[src/rtl/sep_pkg.sv]
// shared types, constants and helper functions of the spark emitter pool
package sep_pkg;

    localparam int EMITTER_SLOTS  = 16;
    localparam int SPARK_SLOTS    = 64;
    localparam int ROW_COUNT      = 32;
    localparam int SPARK_LIFETIME = 32;
    localparam int MAX_RESULTS    = 64;

    localparam int EID_W = 4;
    localparam int SID_W = 6;
    localparam int ROW_W = 5;
    localparam int CNT_W = 7;

    localparam int FL_USED    = 6;
    localparam int FL_DESTROY = 7;

    localparam logic [2:0] CMD_CREATE  = 3'd0;
    localparam logic [2:0] CMD_ADD     = 3'd1;
    localparam logic [2:0] CMD_DESTROY = 3'd2;
    localparam logic [2:0] CMD_TICK    = 3'd3;
    localparam logic [2:0] CMD_QUERY   = 3'd4;

    localparam logic [1:0] KIND_CREATE  = 2'd0;
    localparam logic [1:0] KIND_SEGMENT = 2'd1;
    localparam logic [1:0] KIND_NONE    = 2'd2;

    typedef struct packed {
        logic [2:0]         cmd;
        logic [5:0]         dir_flags;
        logic [7:0]         row;
        logic [23:0]        tint;
        logic [3:0]         emitter_id;
        logic signed [31:0] pos_x;
        logic signed [31:0] pos_y;
        logic signed [31:0] pos_z;
        logic [5:0]         rand_dx;
        logic [5:0]         rand_dy;
        logic [5:0]         rand_dz;
    } in_item_t;

    typedef struct packed {
        logic [1:0]         kind;
        logic [3:0]         slot;
        logic signed [31:0] head_x;
        logic signed [31:0] head_y;
        logic signed [31:0] head_z;
        logic signed [31:0] tail_x;
        logic signed [31:0] tail_y;
        logic signed [31:0] tail_z;
        logic [23:0]        shade;
        logic               last;
    } out_item_t;

    typedef struct packed {
        logic signed [31:0] pos_x;
        logic signed [31:0] pos_y;
        logic signed [31:0] pos_z;
        logic signed [7:0]  vel_x;
        logic signed [7:0]  vel_y;
        logic signed [7:0]  vel_z;
        logic [7:0]         life;
    } spark_rec_t;

    localparam int REC_W = $bits(spark_rec_t);

    typedef enum logic [4:0] {
        S_IDLE,
        S_DECODE,
        S_CR_SRCH,
        S_CR_DONE,
        S_AD_RD,
        S_AD_WR,
        S_TK_EMIT,
        S_TK_RRD,
        S_TK_REAP,
        S_TK_UNL,
        S_TK_AFTER,
        S_TK_ROW,
        S_TK_MRD,
        S_TK_MOVE,
        S_Q_EMIT,
        S_Q_RD,
        S_Q_OUT,
        S_Q_END
    } state_t;

    typedef struct packed {
        state_t st;
    } ctl_t;

    typedef struct packed {
        logic [2:0] cmd;
        logic       row_ok;
        logic       add_ok;
        logic       srch_stop;
        logic       e_used;
        logic       head_zero;
        logic       nx_zero;
        logic       life_zero;
        logic       prev_zero;
        logic       cur_zero;
        logic       kill;
        logic       row_done;
        logic       tk_next_e;
        logic       e_last;
        logic       e_zero;
        logic       k_last;
    } stat_t;

    // new velocity from a random value and the sign clamp of its axis
    function automatic logic signed [7:0] mk_vel(logic [5:0] r, logic pos_f, logic neg_f);
        logic signed [7:0] v;
        logic signed [7:0] a;
        v = $signed({2'b00, r}) - 8'sd31;
        a = (v < 0) ? -v : v;
        if (pos_f)
            v = a;
        if (neg_f)
            v = -a;
        return v;
    endfunction

    // dy plus gravity, held within -127..127
    function automatic logic signed [7:0] grav_vel(logic signed [7:0] v, logic signed [4:0] g);
        logic signed [8:0] s;
        s = 9'(v) + 9'(g);
        if (s < -9'sd127)
            s = -9'sd127;
        if (s > 9'sd127)
            s = 9'sd127;
        return s[7:0];
    endfunction

    // position plus velocity arithmetically shifted right
    function automatic logic signed [31:0] add_asr(logic signed [31:0] p, logic signed [7:0] v,
                                                   logic [1:0] sh);
        logic signed [7:0] d;
        d = v >>> sh;
        return p + 32'(d);
    endfunction

    // one colour channel scaled by remaining life
    function automatic logic [7:0] fade(logic [7:0] ch, logic [7:0] life);
        logic [15:0] prod;
        prod = 16'(ch) * 16'(life);
        prod = prod / 16'(SPARK_LIFETIME);
        return prod[7:0];
    endfunction

endpackage

[src/rtl/sep_ctrl.sv]
// controller state machine of the spark emitter pool
module sep_ctrl (
    input  logic          clk,
    input  logic          rst_n,
    input  logic          start,
    input  sep_pkg::stat_t stat,
    output sep_pkg::ctl_t ctl,
    output logic          busy
);

    sep_pkg::state_t state_reg, state_next;

    always_ff @(posedge clk or negedge rst_n)
    begin
        if (!rst_n)
        begin
            state_reg <= sep_pkg::S_IDLE;
        end
        else
        begin
            state_reg <= state_next;
        end
    end

    always_comb
    begin
        state_next = state_reg;
        unique case (state_reg)
            sep_pkg::S_IDLE:
            begin
                if (start)
                    state_next = sep_pkg::S_DECODE;
            end
            sep_pkg::S_DECODE:
            begin
                unique case (stat.cmd)
                    sep_pkg::CMD_CREATE:
                        state_next = stat.row_ok ? sep_pkg::S_CR_SRCH : sep_pkg::S_CR_DONE;
                    sep_pkg::CMD_ADD:
                        state_next = stat.add_ok ? sep_pkg::S_AD_RD : sep_pkg::S_IDLE;
                    sep_pkg::CMD_TICK:
                        state_next = sep_pkg::S_TK_EMIT;
                    sep_pkg::CMD_QUERY:
                        state_next = stat.row_ok ? sep_pkg::S_Q_EMIT : sep_pkg::S_Q_END;
                    default:
                        state_next = sep_pkg::S_IDLE;
                endcase
            end
            sep_pkg::S_CR_SRCH:
            begin
                if (stat.srch_stop)
                    state_next = sep_pkg::S_CR_DONE;
            end
            sep_pkg::S_CR_DONE:  state_next = sep_pkg::S_IDLE;
            sep_pkg::S_AD_RD:    state_next = sep_pkg::S_AD_WR;
            sep_pkg::S_AD_WR:    state_next = sep_pkg::S_IDLE;
            sep_pkg::S_TK_EMIT:
            begin
                if (stat.tk_next_e)
                    state_next = stat.e_last ? sep_pkg::S_IDLE : sep_pkg::S_TK_EMIT;
                else
                    state_next = stat.head_zero ? sep_pkg::S_TK_AFTER : sep_pkg::S_TK_RRD;
            end
            sep_pkg::S_TK_RRD:   state_next = sep_pkg::S_TK_REAP;
            sep_pkg::S_TK_REAP:
            begin
                if (stat.life_zero && !stat.prev_zero)
                    state_next = sep_pkg::S_TK_UNL;
                else
                    state_next = stat.nx_zero ? sep_pkg::S_TK_AFTER : sep_pkg::S_TK_RRD;
            end
            sep_pkg::S_TK_UNL:
                state_next = stat.cur_zero ? sep_pkg::S_TK_AFTER : sep_pkg::S_TK_RRD;
            sep_pkg::S_TK_AFTER:
            begin
                if (stat.tk_next_e)
                    state_next = stat.e_last ? sep_pkg::S_IDLE : sep_pkg::S_TK_EMIT;
                else
                    state_next = stat.kill ? sep_pkg::S_TK_ROW : sep_pkg::S_TK_MRD;
            end
            sep_pkg::S_TK_ROW:
            begin
                if (stat.tk_next_e)
                    state_next = stat.e_last ? sep_pkg::S_IDLE : sep_pkg::S_TK_EMIT;
            end
            sep_pkg::S_TK_MRD:   state_next = sep_pkg::S_TK_MOVE;
            sep_pkg::S_TK_MOVE:
            begin
                if (stat.tk_next_e)
                    state_next = stat.e_last ? sep_pkg::S_IDLE : sep_pkg::S_TK_EMIT;
                else
                    state_next = sep_pkg::S_TK_MRD;
            end
            sep_pkg::S_Q_EMIT:
            begin
                if (stat.e_zero)
                    state_next = sep_pkg::S_Q_END;
                else if (!stat.head_zero)
                    state_next = sep_pkg::S_Q_RD;
            end
            sep_pkg::S_Q_RD:     state_next = sep_pkg::S_Q_OUT;
            sep_pkg::S_Q_OUT:
            begin
                if (stat.k_last)
                    state_next = sep_pkg::S_Q_END;
                else
                    state_next = stat.nx_zero ? sep_pkg::S_Q_EMIT : sep_pkg::S_Q_RD;
            end
            sep_pkg::S_Q_END:    state_next = sep_pkg::S_IDLE;
            default:             state_next = sep_pkg::S_IDLE;
        endcase
    end

    always_comb
    begin
        ctl.st = state_reg;
        busy   = (state_reg != sep_pkg::S_IDLE);
    end

endmodule

[config.mk]
export PLATFORM = sky130hd
export DESIGN_NAME = sep_ctrl
export DESIGN_NICKNAME = d
export VERILOG_FILES = /design/src/rtl/sep_pkg.sv /design/src/rtl/sep_ctrl.sv
export SDC_FILE = /design/constraint.sdc
export NUM_CORES = 1
export LEC_CHECK = 0
export ABC_AREA = 1
export BUFFER_PORTS_ARGS = -buffer_cell sky130_fd_sc_hd__buf_2
export CORE_UTILIZATION = 48
export CTS_CLUSTER_SIZE = 16
export DETAILED_ROUTE_END_ITERATION = 8
export GPL_TIMING_DRIVEN = 0
export PLACE_DENSITY = 0.82
export SLEW_MARGIN = 20
export SYNTH_ARGS = -nofsm -noshare
export SYNTH_HDL_FRONTEND = slang
export SYNTH_SLANG_ARGS = --single-unit
[constraint.sdc]
create_clock -name clk -period 1.79 [get_ports clk]
set_input_delay 0.179 -clock clk [delete_from_list [all_inputs] [get_ports clk]]
set_output_delay 0.179 -clock clk [all_outputs]
set_load 0.02 [all_outputs]
# Word-level counts from Yosys, hierarchy flattened
# Index checks and enable logic that the tools add are counted.
[word_totals] mem_bits_ro=0 memories=0 latch_bits=0 ff_bits=5 in_bits=21 out_inout_bits=6 ramBits=0
[op_classes] reduce_logical=6 add_sub_neg=0 multipliers=0 bitwise=0 n_eq_ne=21 order_cmp=0 shift=0 n_div=0 mux=21
[ops] op="one-hot mux 5 bit (15 select lines)" count=1
[ops] op="equality test 5 x 4 -> 1 bit, second input constant" count=8
[ops] op="two-way mux 5 bit" count=7
[ops] op="two-way mux 4 bit" count=7
[ops] op="one-hot mux 5 bit (4 select lines)" count=1
[ops] op="equality test 5 x 3 -> 1 bit, second input constant" count=3
[ops] op="two-way mux 3 bit" count=3
[ops] op="inequality test 2 bit, second input constant" count=3
[ops] op="equality test 5 x 1 -> 1 bit, second input constant" count=1
[ops] op="equality test 5 x 2 -> 1 bit, second input constant" count=1
[ops] op="equality test 5 bit, second input constant" count=1
[ops] op="zero test 5 bit" count=1
[ops] op="nonzero test 5 bit" count=1
[ops] op="AND reduction 4 bit" count=1
[ops] op="equality test 3 x 1 -> 1 bit, second input constant" count=1
[ops] op="equality test 3 x 2 -> 1 bit, second input constant" count=1
[ops] op="equality test 3 bit, second input constant" count=1
[ops] op="zero test 3 bit" count=1
[ops] op="inequality test 3 bit, second input constant" count=1
[ops] op="two-way mux 1 bit" count=2
[ops] op="logical AND 1 bit" count=1
[ops] op="zero test 1 bit" count=1

# Longest topological paths before layout
[depth] word_depth=4 depth_mapped=11

# Worst setup path before layout
# No wires, ideal clock.
[synth_timing] path_type="register -> register" start="register state_reg[4], in the netlist ctl[4]" end="register state_reg[2], in the netlist ctl[2]" required_time_ns=1.669 stages_incl_launch_ff=8 setup_ns=0.121 n_path_buf=0 setup_slack_ns=0.374 synth_period_minus_slack_ns=1.416 arrival_ns=1.295 cell_sequence="dfrtp_1 -> inv_1 -> nand3_1 -> nor2_1 -> nand2_1 -> nand4_1 -> o21bai_1 -> nand2_1"
[synth_between] elab_chain_len=3 elab_cells_between_ends=21
[synth_rtl] element="start, declared" line="sep_ctrl.sv:11" text="sep_pkg::state_t state_reg, state_next;"
[synth_rtl] element="start signal, assigned" line="sep_ctrl.sv:17" text="state_reg <= sep_pkg::S_IDLE;"
[synth_rtl] element="start signal, assigned" line="sep_ctrl.sv:21" text="state_reg <= state_next;"
[synth_rtl] element="equality test 5 x 4 -> 1 bit, or another cell as far along" line="sep_ctrl.sv:28" text="unique case (state_reg)"
[synth_rtl] element="inequality test 3 bit (no line) / inequality test 2 bit (equally long branches)"
[synth_rtl] element="AND reduction 4 bit (no line)"
# Parallel ways exist; a longest one is shown, timed or not.
# A chain may end at the register's enable or synchronous reset.

# Worst setup path in the final report
[layout_timing] start="register state_reg[4], in the netlist ctl[4]" end="register state_reg[0], in the netlist ctl[0]"
# The elaborated chain is that of the path after synthesis.

==> summary.txt <==
POWER AND IR DROP
-----------------------------------------------------------------------------------------------------
Power per unit of standard cell area                                                     1141 nW/um^2
Sw Share                                                                                       56.28%
LEAKAGE                                                                                     0.5950 nW
Register share of total power                                                                   23.1%
Sw power                                                                                     593.6 uW
Clock share of power                                                                            12.4%
Peak supply drop                                                                             700.3 uV
Internal Dissipation                                                                         461.2 uW
Logic gate share of total power                                                                 64.5%

TIMING
-----------------------------------------------------------------------------------------------------
Max Freq                                                                                    618.8 MHz
Final setup vio count                                                                               0
Final number of max-transition violations                                                           0
RSZ-0062 raised after global routing                                                            false
Transition time of the tightest slew-check pin                                              0.3057 ns
Final min period                                                                             1.616 ns
Final-report hold violation count                                                                   0
Final setup skew                                                                         0.0003313 ns
Worst Setup Slack, final                                                                    0.1739 ns
Tightest slew margin relative to the limit                                                     79.62%
TNS Setup                                                                                        0 ns
Share of the clock period used by the worst path                                               90.29%

CRITICAL PATH
-----------------------------------------------------------------------------------------------------
Worst endpoint data arrival time                                                              1.74 ns
Setup crit start                                                                               ctl[4]
Cell class contributing the biggest share of worst-path delay                            simple AND/OR/NAND/NOR gates
Delay of the slowest cell on the worst path                                                   0.46 ns
Most used cell along the critical path                                                   sky130_fd_sc_hd__nand2_1
Register-to-register setup slack                                                              0.17 ns
Crit-path slowest cell                                                                   sky130_fd_sc_hd__dfrtp_1
Highest fanout seen on the critical path                                                            7
Crit path cell chain                                                                     inv_1, nand3_1, nor2_1, nand2_1, nand4_1, inv_1, nand2_1, nand2_1
Crit path capture type                                                                      flip-flop
Worst reg2reg startpoint                                                                       ctl[4]
Combined buffer and inverter count along the critical path                                          2
Class of the most critical setup path                                                      reg -> reg
Last element of the critical path                                                              ctl[0]
Crit Reg-Reg Endpoint                                                                          ctl[0]
Worst Reg2Reg Path Length in Cells                                                                  8
Number of stages on the worst setup path                                                            8
Required @ worst endpoint                                                                     1.92 ns
Launching element type of the critical path                                                 flip-flop

GRT
-----------------------------------------------------------------------------------------------------
Aggregate global routing overflow                                                                   0
Global-route usage over all layers                                                             27.21%
Wire length of the first global-routing pass                                                 3.788 mm
Pin count of the biggest net entering global routing                                                8
Number of global-route vias before repair                                                         913
Number of antenna violations at the first check in global routing                                   0

PLACEMENT
-----------------------------------------------------------------------------------------------------
Post-detailed-placement cell area                                                          888.4 um^2
Detailed placer's ending HPWL                                                                1.684 mm
Pre-CTS setup slack                                                                         0.2284 ns
Number of port buffers                                                                             24
Final Wtd Congestion                                                                           0.9459

YOSYS
-----------------------------------------------------------------------------------------------------
Warnings from Yosys                                                                                 0
Xor/xnor share of the synthesized area                                                             0%
Number of flops mapped to enable cells by yosys                                                     0
Post-synthesis share of cell area spent on full adders, half adders and majority gates             0%
Sequential area share after synthesis                                                          16.69%
Cell area after synthesis                                                                  749.5 um^2
Biggest area contributors in the synthesized netlist                                     sky130_fd_sc_hd__nand2_1, sky130_fd_sc_hd__dfrtp_1, sky130_fd_sc_hd__inv_1
Most frequent cell after synthesis                                                       sky130_fd_sc_hd__nand2_1
Instance count of the mapped netlist                                                              149
Synth async-reset ratio                                                                        100.0%
Largest family of logic cells by synthesized area                                        simple AND/OR/NAND/NOR gates
Synth area leader                                                                        sky130_fd_sc_hd__nand2_1
Simple logic cell fraction of the synthesized area                                             60.10%
Top cell type's share of synthesized area                                                      28.55%
Flop and latch count out of synthesis                                                               5
Synth top cells by count                                                                 sky130_fd_sc_hd__nand2_1, sky130_fd_sc_hd__inv_1, sky130_fd_sc_hd__nor2_1, sky130_fd_sc_hd__nand3_1
Most used DFF post-synth                                                                 sky130_fd_sc_hd__dfrtp_1
Mean area per synthesized cell                                                             5.030 um^2
Compound-cell area share of the yosys netlist                                                  8.681%
Distinct cell type count after synthesis                                                           17
Synthesized netlist net count                                                                     170
Post-synthesis mux area share                                                                      0%

OUTCOME
-----------------------------------------------------------------------------------------------------
Run status                                                                               finished, final reports clean

CTS
-----------------------------------------------------------------------------------------------------
TritonCTS clock tree                                                                             done
Deepest clock path buffer count                                                                     2
Clock sink total                                                                                    5
CTS clock-pin slew for the worst setup and hold paths                                         0.04 ns
H-tree depth                                                                                        1
Master cell of the clock root buffer                                                     sky130_fd_sc_hd__clkbuf_4
TritonCTS Buffers                                                                                   3
Insertion delay to the later sink of the worst-skew pair                                      0.24 ns
Post CTS Setup Buffer Count                                                                         0

WORST HOLD PATH
-----------------------------------------------------------------------------------------------------
Hold Path Cell Cnt                                                                                  4
Class of the worst hold path                                                                in -> reg

ROUTE
-----------------------------------------------------------------------------------------------------
Number of remaining DRC errors                                                                      0
DRC violation total after the first TritonRoute iteration                                          46
Vias per inst                                                                                   5.311
Antenna-violating nets left                                                                         0
Per-cell routed wire length                                                                  10.67 um
Total number of vias                                                                             1025
Total detailed-routing wirelength                                                            2.059 mm
1st-pass router iterations                                                                          4

FINISH
-----------------------------------------------------------------------------------------------------
Area of all placed cells without fillers                                                   924.6 um^2
# fillers                                                                                         137
Max FFs per register                                                                                5
Antenna cell count                                                                                  0
Layout-stage area growth over the synthesis result                                             23.37%
Ratio of cells with drive above 1 in the final layout                                          17.98%
Final Net Count                                                                                   200

FLOORPLAN
-----------------------------------------------------------------------------------------------------
Starting density of the core                                                                   54.21%
Die Height                                                                                   41.52 um
Count of pins on the block boundary                                                                27
Chip width                                                                                   41.52 um
Die outline area                                                                            1724 um^2
Core Area                                                                                   1383 um^2
Number of placement rows                                                                           13

FLOW RUN
-----------------------------------------------------------------------------------------------------
Count of maximum capacitance violations                                                             0

==> what timing repair did <==
action | 4_1_cts | 5_1_grt
hold endpoints to repair | 5 | 0
resized for setup | 0 | 0
hold buffers | 1 | 0
==> cell type report <==
type,instances,area (um^2),share of cell area [%]
well taps,15,18.77,2.030
inverters,29,108.9,11.77
repair buffers,25,130.1,14.07
clock buffers,4,26.28,2.842
multi-input cells,115,515.5,55.75
flip-flops and latches,5,125.1,13.53
==> layer usage <==
layer	share of wire (%)	global-route usage (%)
met5	0	0
met4	2.6	7.742
met2	46	43.75
met1	42	36.80
met3	9.4	5.217
==> per-stage QoR <==
step	hold slack [ns]	power [mW]	utilization, %	instances
2_1_floorplan	-0.1166	0.7171	-	149
3_3_place_gp	-0.005847	0.9048	64.25	188
3_5_place_dp	-0.002939	0.9125	64.25	188
4_1_cts	0.2375	1.051	66.88	193
5_1_grt	0.2692	1.165	66.88	193
6_report	0.2559	1.055	66.88	193
==> power groups by stage <==
stage	clock network (mW)	registers, mW	logic (mW)
global placement	0	0.239	0.666
detailed placement	0	0.241	0.672
floorplan	0	0.272	0.445
global route	0.145	0.250	0.769
finish	0.130	0.244	0.680
CTS	0.135	0.239	0.677
==> layout by cell type (no fill, tap or decap), types with 2 or more instances in the layout <==
cell type	count
sky130_fd_sc_hd__nand3_1	15
sky130_fd_sc_hd__o21ai_0	4
sky130_fd_sc_hd__nor2_4	2
sky130_fd_sc_hd__clkbuf_4	3
sky130_fd_sc_hd__nand2_1	57
sky130_fd_sc_hd__nor2_1	23
sky130_fd_sc_hd__inv_1	29
sky130_fd_sc_hd__nand4_1	5
sky130_fd_sc_hd__buf_2	24
sky130_fd_sc_hd__dfrtp_1	5
==> how the worst min path moves through the flow <==
stage	endpoint	slack [ns]	from
floorplan	ctl[0]	-0.12	rst_n
global placement	ctl[2]	-0.006	rst_n
detailed placement	ctl[3]	-0.003	rst_n
CTS	ctl[2]	0.24	stat[1]
global route	ctl[4]	0.27	stat[0]
finish	ctl[2]	0.26	stat[1]
==> kinds of logic (layout without fill, tap and decap cells) <==
| kind of cell | after synthesis | in the layout |
|---|---|---|
| AND/OR/NAND/NOR | 105 | 105 |
| buffers and inverters | 29 | 58 |
| AO/OA/AOI/OAI | 10 | 10 |
| flip-flops | 5 | 5 |
==> worst min-delay path, stage by stage <==
cell                      delay (ns)
sky130_fd_sc_hd__buf_2          0.10
sky130_fd_sc_hd__nor2_1         0.05
sky130_fd_sc_hd__nand2_1        0.08
sky130_fd_sc_hd__nand2_1        0.05
Power figures use the tool's default switching activity.
